--- src/rtl/dhp_ram.sv ---
// Generic single-port RAM with registered read.
`timescale 1ns / 1ps
`default_nettype none
module dhp_ram #(
	parameter int WIDTH = 8,
	parameter int DEPTH = 16
) (
	input  wire logic                     clk,
	input  wire logic                     we,
	input  wire logic [$clog2(DEPTH)-1:0] addr,
	input  wire logic [WIDTH-1:0]         wdata,
	output logic      [WIDTH-1:0]         rdata
);
	logic [WIDTH-1:0] mem_q [DEPTH];

	always_ff @(posedge clk) begin
		if (we) begin
			mem_q[addr] <= wdata;
		end
		rdata <= mem_q[addr];
	end
endmodule
`default_nettype wire

--- config.mk ---
export PLATFORM = sky130hd
export DESIGN_NAME = dhp_ram
export DESIGN_NICKNAME = d
export VERILOG_FILES = /design/src/rtl/dhp_ram.sv
export SDC_FILE = /design/constraint.sdc
export NUM_CORES = 1
export LEC_CHECK = 0
export BUFFER_PORTS_ARGS = -buffer_cell sky130_fd_sc_hd__buf_2
export CORE_MARGIN = 2
export CORE_UTILIZATION = 65
export CTS_CLUSTER_DIAMETER = 30
export CTS_CLUSTER_SIZE = 10
export DETAILED_ROUTE_END_ITERATION = 10
export GPL_ROUTABILITY_DRIVEN = 0
export PLACE_DENSITY = 0.83
export SYNTH_ARGS = -nofsm -noshare
export SYNTH_HDL_FRONTEND = slang
export SYNTH_SLANG_ARGS = --single-unit
--- constraint.sdc ---
create_clock -name clk -period 2.4 [get_ports clk]
set_input_delay 0 -clock clk [delete_from_list [all_inputs] [get_ports clk]]
set_output_delay 0 -clock clk [all_outputs]
set_load 0.02 [all_outputs]
==> results of run 1 <==
registers in the layout, indices dropped and copies added, names as in the netlist:
signal  cells
mem_q     128
rdata       8
final cells by class:
| class | count | area (um^2) |
|---|---|---|
| Clock buffer | 19 | 421.7 |
| Clock inverter | 12 | 176.4 |
| Timing Repair Buffer | 47 | 320.3 |
| Sequential cell | 136 | 4004 |
| Tap cell | 102 | 127.6 |
| Fill cell | 344 | 1594 |
| Multi-Input combinational cell | 83 | 1003 |
where the power goes:
part | switching [mW] | leakage, nW | internal [mW] | total [mW]
Clock | 0.954 | 0.290 | 1.68 | 2.63
Sequential | 0.0193 | 1.22 | 2.66 | 2.68
Combinational | 0.163 | 0.522 | 0.111 | 0.274
per-stage QoR:
stage | cells | utilization, % | setup slack, ps
after floorplan | 230 | - | 907.0
after global placement | 360 | 70.29 | 477.2
after detailed placement | 360 | 70.29 | 459.8
after CTS | 399 | 79.16 | 946.4
after global routing | 399 | 79.16 | 840.3
final | 399 | 79.16 | 983.9
worst max path at each step:
stage,start,to
after global placement,addr[0],rdata[1]$_DFF_P_
after detailed placement,addr[0],rdata[1]$_DFF_P_
after floorplan,addr[2],mem_q[0][0]$_DFFE_PP_
after CTS,addr[0],rdata[1]$_DFF_P_
final,mem_q[1][2]$_DFFE_PP_,rdata[2]$_DFF_P_
after global routing,addr[0],rdata[7]$_DFF_P_
layer usage:
layer,wire length (um),share of wire [%],global-route usage (%)
met1,4075,39,38.05
met2,5414,51,44.85
met3,771,7.3,7.079
met4,262,2.5,9.577
met5,0,0,0
worst min-delay path, stage by stage:
cell and delay (ps):
buf_2 130, nand3b_1 160, nor3_1 130
logic make-up after synthesis:
family          Yosys count  share of synthesized area [%]
simple gates             35                          3.210
flops                   136                          79.01
compound gates           16                          2.370
mux                      32                          14.22
buf+inv                  11                          1.185
repair_timing:
item / 4_1_cts / 5_1_grt
endpoints found under the setup margin: 0 / 0
hold buffers: 8 / 0
hold endpoints to repair: 128 / 0
cell usage in the layout, fill, tap and decap left out:
master	synthesis	final
a22oi_1	16	16
and2_1	1	1
buf_2	2	21
buf_4	0	18
bufinv_16	0	4
clkbuf_1	2	2
clkbuf_16	0	16
clkbuf_8	0	1
clkinv_1	0	1
clkinv_2	0	2
clkinv_4	0	3
clkinvlp_4	0	1
dfxtp_1	8	8
dlygate4sd3_1	0	8
edfxtp_1	128	128
inv_6	0	1
mux4_2	32	32
nand2_1	9	9
nand2b_1	2	2
nand3_1	1	1
nand3b_1	2	2
nor2_1	13	13
nor2b_1	2	2
nor3_1	4	4
or3b_2	1	1
==> flow_summary_export.csv, run 1 <==
group,metric,value,unit
worst_setup_path,rrSetupSlack,980,ps
grt,antenna_found_initial,0,
synth,yosys.area.top_type,"edfxtp_1",
sta,fmax,0.7062,GHz
detailed_routing,ant_nets,0,
detailed_routing,drt_iter0_markers,322,
clock_tree,clock_latency,520,ps
detailed_routing,drt_pass1_iterations,5,
synth,ys_async_sr_fraction,0,%
worst_setup_path,cp_slowest_cell,"mux4_2",
outcome,outcome,"finished, final reports clean",
place,dp_hpwl,5915,um
place,place.port_buffers,21,
worst_setup_path,cpLargestDelayFamily,"multiplexers",
grt,grt_max_degree,25,
grt,grtUsageTotal,27.81,%
synth,syn_inst,230,
clock_tree,clock-root-buffer,"clkbuf_8",
synth,synth_seq_cells,136,
clock_tree,cts-buffers-inserted,17,
worst_setup_path,path_cells,"mux4_2 > a22oi_1 > nand2_1",
floorplanning,initial_core_util,66.26,%
power_and_ir_drop,p_total,5.584,mW
synth,synth_flop_cell,"edfxtp_1",
worst_setup_path,worstPathRequired,2790,ps
detailed_routing,wirelength,10520,um
worst_setup_path,start_kind,"flip-flop",
floorplanning,dieWidth,92.30,um
detailed_routing,drc,0,
synth,synth.most_common_cell,"edfxtp_1",
clock_tree,cts_resized,0,
hold_path,min_to,"mem_q[4][3]$_DFFE_PP_",
sta,slew_viol_final,0,
sta,hold_ws,100.6,ps
finish,drive_above_1_share,33.67,%
worst_setup_path,slowest_delay,490,ps
synth,synth_common_cells,"128 x edfxtp_1, 32 x mux4_2, 16 x a22oi_1",
clock_tree,clkTransAtPathRegs,60,ps
floorplanning,num_rows,32,
worst_setup_path,r2r_start,"mem_q[1][2]$_DFFE_PP_",
sta,slew_headroom,48.84,%
power_and_ir_drop,vdd_drop_max,0.5123,mV
worst_setup_path,path_depth,3,
worst_setup_path,r2r_cells,3,
clock_tree,clockBufferDepth,2,
power_and_ir_drop,power_leakage,2.036,nW
detailed_routing,wl_per_cell,26.37,um
sta,setup_viol,0,
synth,ys_warn_count,0,
worst_setup_path,worstPathMaxFanout,1,
sta,fin_crit_sh,59.00,%
worst_setup_path,r2r-end,"rdata[2]$_DFF_P_",
finish,n_antenna_cell,0,
finish,syn2layout_area_growth,19.46,%
finish,nets,299,
detailed_routing,viasPerCell,6.589,
floorplanning,die_h,92.30,um
synth,synth_top_area_share,75.85,%
sta,rsz0062_at_grt,"false",
sta,finalHoldViolations,0,
detailed_routing,vias,2629,
worst_setup_path,worst-path-buf-inv,0,
hold_path,hold_path.class,"in -> reg",
synth,synth_cell_type_count,18,
finish,final_area,0.006053,mm^2
flow_run,maxCapViolCount,0,
sta,finalCriticalPeriod,1416,ps
grt,grt_pass1_wl,16500,um
worst_setup_path,endpoint_kind,"flip-flop",
sta,finalClockSkew,15.73,ps
sta,tns,0,ps
worst_setup_path,critPathArrivalTime,1810,ps
sta,worst_slew_pin_slew,764.6,ps
synth,synth_area,0.005067,mm^2
synth,seq_area_frac_synth,79.01,%
hold_path,min_from,"we",
hold_path,hold_depth,3,
clock_tree,cts_tree,"done",
clock_tree,cts_setup_buffers,0,
power_and_ir_drop,power_per_cell_area,922.5,mW/mm^2
grt,grt_pass1_vias,2726,
grt,overflow,0,
place,placed_area,0.005375,mm^2
floorplanning,pin_count,22,
synth,ys_top_cells_by_area,"edfxtp_1 76%, mux4_2 14%, dfxtp_1 3.2%",
clock_tree,h-tree-depth,4,
floorplanning,die_area,0.008518,mm^2
synth,avgSynthCellArea,22.03,um^2
clock_tree,clock_sinks,136,
synth,syn_nets,244,
floorplanning,coreArea,0.007647,mm^2
worst_setup_path,critical_path_class,"reg -> reg",
synth,synth_edf_count,128,
Note: power is estimated with default switching activity, not from simulation.
==> run 2: changes to the inputs <==
CORE_UTILIZATION = 60   (was 65)
PLACE_DENSITY = 0.78   (was 0.83)
clock period = 1.4 ns   (was 2.4 ns; I/O delays follow)
==> run 2 against run 1 <==
Against the previous run: hold slack improved by 69 ps; fmax up 7.8%; setup slack worse by 900 ps; die area up 8.0%; cell count is 2.8% higher; clock skew shrank 10 ps; via count shrank 6.9%; largest power group unchanged; total power up 72%.
==> flow_summary_export.csv, run 2 (synthesized netlist as in run 1, its figures left out) <==
group,metric,value,unit
finish,reg_top3,"mem_q: 128 flops, rdata: 8 flops",
floorplanning,initial_core_util,61.67,%
detailed_routing,vias,2448,
finish,n_antenna_cell,0,
worst_setup_path,path_cells,"mux4_2 > a22oi_1 > nand2_1",
worst_setup_path,critical_path_class,"reg -> reg",
clock_tree,h-tree-depth,4,
detailed_routing,wl_met3,471,um
grt,grt_pass1_vias,2581,
sta,fmax,0.7614,GHz
worst_setup_path,worst-path-buf-inv,0,
floorplanning,die_area,0.009197,mm^2
detailed_routing,wl_per_cell,23.55,um
sta,rsz0062_at_grt,"false",
finish,syn2layout_area_growth,22.10,%
grt,overflow,0,
worst_setup_path,slowest_delay,500,ps
sta,fin_crit_sh,93.82,%
sta,worst_slew_pin_slew,732.0,ps
finish,final_common_cell,"edfxtp_1",
detailed_routing,wl_met2,4881,um
floorplanning,pin_count,22,
detailed_routing,ant_nets,0,
clock_tree,clock_sinks,136,
worst_setup_path,cp_slowest_cell,"mux4_2",
finish,nets,306,
finish,fillCellCount,413,
sta,finalClockSkew,5.304,ps
floorplanning,die_h,95.90,um
power_and_ir_drop,internal_power,7.674,mW
detailed_routing,viasPerCell,5.971,
hold_path,hold_path.class,"in -> reg",
power_and_ir_drop,vdd_drop_max,1.051,mV
clock_tree,cts_setup_buffers,0,
detailed_routing,highest_layer,"met4",
finish,drive_above_1_share,36.72,%
place,dp.cells,370,
grt,grt_pass1_wl,14900,um
clock_tree,clock_latency,510,ps
worst_setup_path,critPathArrivalTime,1710,ps
finish,final_cell_mix,"128 x edfxtp_1, 32 x mux4_2, 21 x buf_2, 21 x buf_4, 16 x clkbuf_16",
sta,finalHoldViolations,0,
floorplanning,num_rows,33,
sta,slew_viol_final,0,
grt,antenna_found_initial,0,
power_and_ir_drop,p_sw,1.944,mW
finish,layout.cells.non_filler,410,
clock_tree,clockBufferDepth,2,
sta,finalCriticalPeriod,1313,ps
power_and_ir_drop,switching_share,20.21,%
grt,grtUsageTotal,23.79,%
worst_setup_path,worstPathMaxFanout,1,
sta,hold_ws,169.7,ps
finish,largest_register_ffs,128,
detailed_routing,wirelength,9655,um
sta,slew_headroom,51.10,%
power_and_ir_drop,seq_power_share,47.6,%
place,place.port_buffers,21,
worst_setup_path,worstPathRequired,1800,ps
power_and_ir_drop,power_leakage,2.092,nW
power_and_ir_drop,power_per_cell_area,1554,mW/mm^2
detailed_routing,wl_met1,4176,um
clock_tree,clock-root-buffer,"clkbuf_8",
clock_tree,clkTransAtPathRegs,60,ps
outcome,outcome,"finished, final reports clean",
flow_run,maxCapViolCount,0,
power_and_ir_drop,power_frac_comb,5.1,%
worst_setup_path,cpLargestDelayFamily,"multiplexers",
power_and_ir_drop,clockPowerShare,47.2,%
finish,largest-register,"mem_q",
floorplanning,dieWidth,95.90,um
grt,grt_max_degree,40,
detailed_routing,drt_iter0_markers,214,
sta,setup_viol,0,
worst_setup_path,endpoint_kind,"flip-flop",
detailed_routing,drc,0,
clock_tree,cts-buffers-inserted,17,
clock_tree,cts_tree,"done",
worst_setup_path,start_kind,"flip-flop",
sta,tns,0,ps
floorplanning,coreArea,0.008217,mm^2
place,dp_hpwl,5820,um
detailed_routing,drt_pass1_iterations,4,
run 2: tightest hold or removal path, delay by kind of cell:
| family | cells | cell delay, ps |
|---|---|---|
| AOI/OAI and AO/OA | 1 | 60 |
| buffers and inverters | 2 | 290 |
| muxes | 1 | 240 |
| and+or+nand+nor | 1 | 50 |
run 2: timing repair:
action | in CTS | in global routing
hold buffers | 8 | 0
gates resized for setup | 0 | 1
endpoints found under the setup margin | 0 | 1
endpoints found under the hold margin | 128 | 0
run 2: per-stage QoR:
stage	area [um^2]	setup slack (ps)	power, mW	util (%)
floorplan	5075	-38.11	4.926	-
global placement	5489	9.074	5.123	66.80
detailed placement	5489	-0.7403	5.140	66.80
CTS	6182	50.06	9.673	75.24
global route	6187	25.75	9.918	75.30
finish	6187	86.55	9.618	75.30
run 2: final timing paths:
path | from | end | slack [ps] | cells past startpoint
min | addr[1] | rdata[2]$_DFF_P_ | 170 | 5
max reg2reg | mem_q[11][7]$_DFFE_PP_ | rdata[7]$_DFF_P_ | 90 | 3
min reg2reg | mem_q[15][2]$_DFFE_PP_ | rdata[2]$_DFF_P_ | 680 | 3
max | mem_q[11][7]$_DFFE_PP_ | rdata[7]$_DFF_P_ | 90 | 3
run 2: area by class of cell:
| type | count | area (um^2) | share of cell area, % |
|---|---|---|---|
| tap | 105 | 131.4 | 2.123 |
| timing repair buffer | 54 | 422.9 | 6.835 |
| multi-input combinational | 83 | 1016 | 16.42 |
| sequential | 136 | 4004 | 64.71 |
| clock inverter | 14 | 195.2 | 3.155 |
| clock buffer | 18 | 417.9 | 6.754 |
run 2: metal layers:
layer | track usage, % | vias up
met4 | 9.286 | 0
met3 | 6.969 | 11
met2 | 37.53 | 70
li1 | - | 1089
met1 | 31.78 | 1278
met5 | 0 | -
run 2: power by group through the flow:
stage / registers, mW / logic (mW) / clock network [mW]
final: 4.58 / 0.495 / 4.54
after global routing: 4.59 / 0.536 / 4.79
after CTS: 4.58 / 0.499 / 4.59
after detailed placement: 4.67 / 0.473 / 0
after global placement: 4.66 / 0.462 / 0
after floorplan: 4.69 / 0.236 / 0
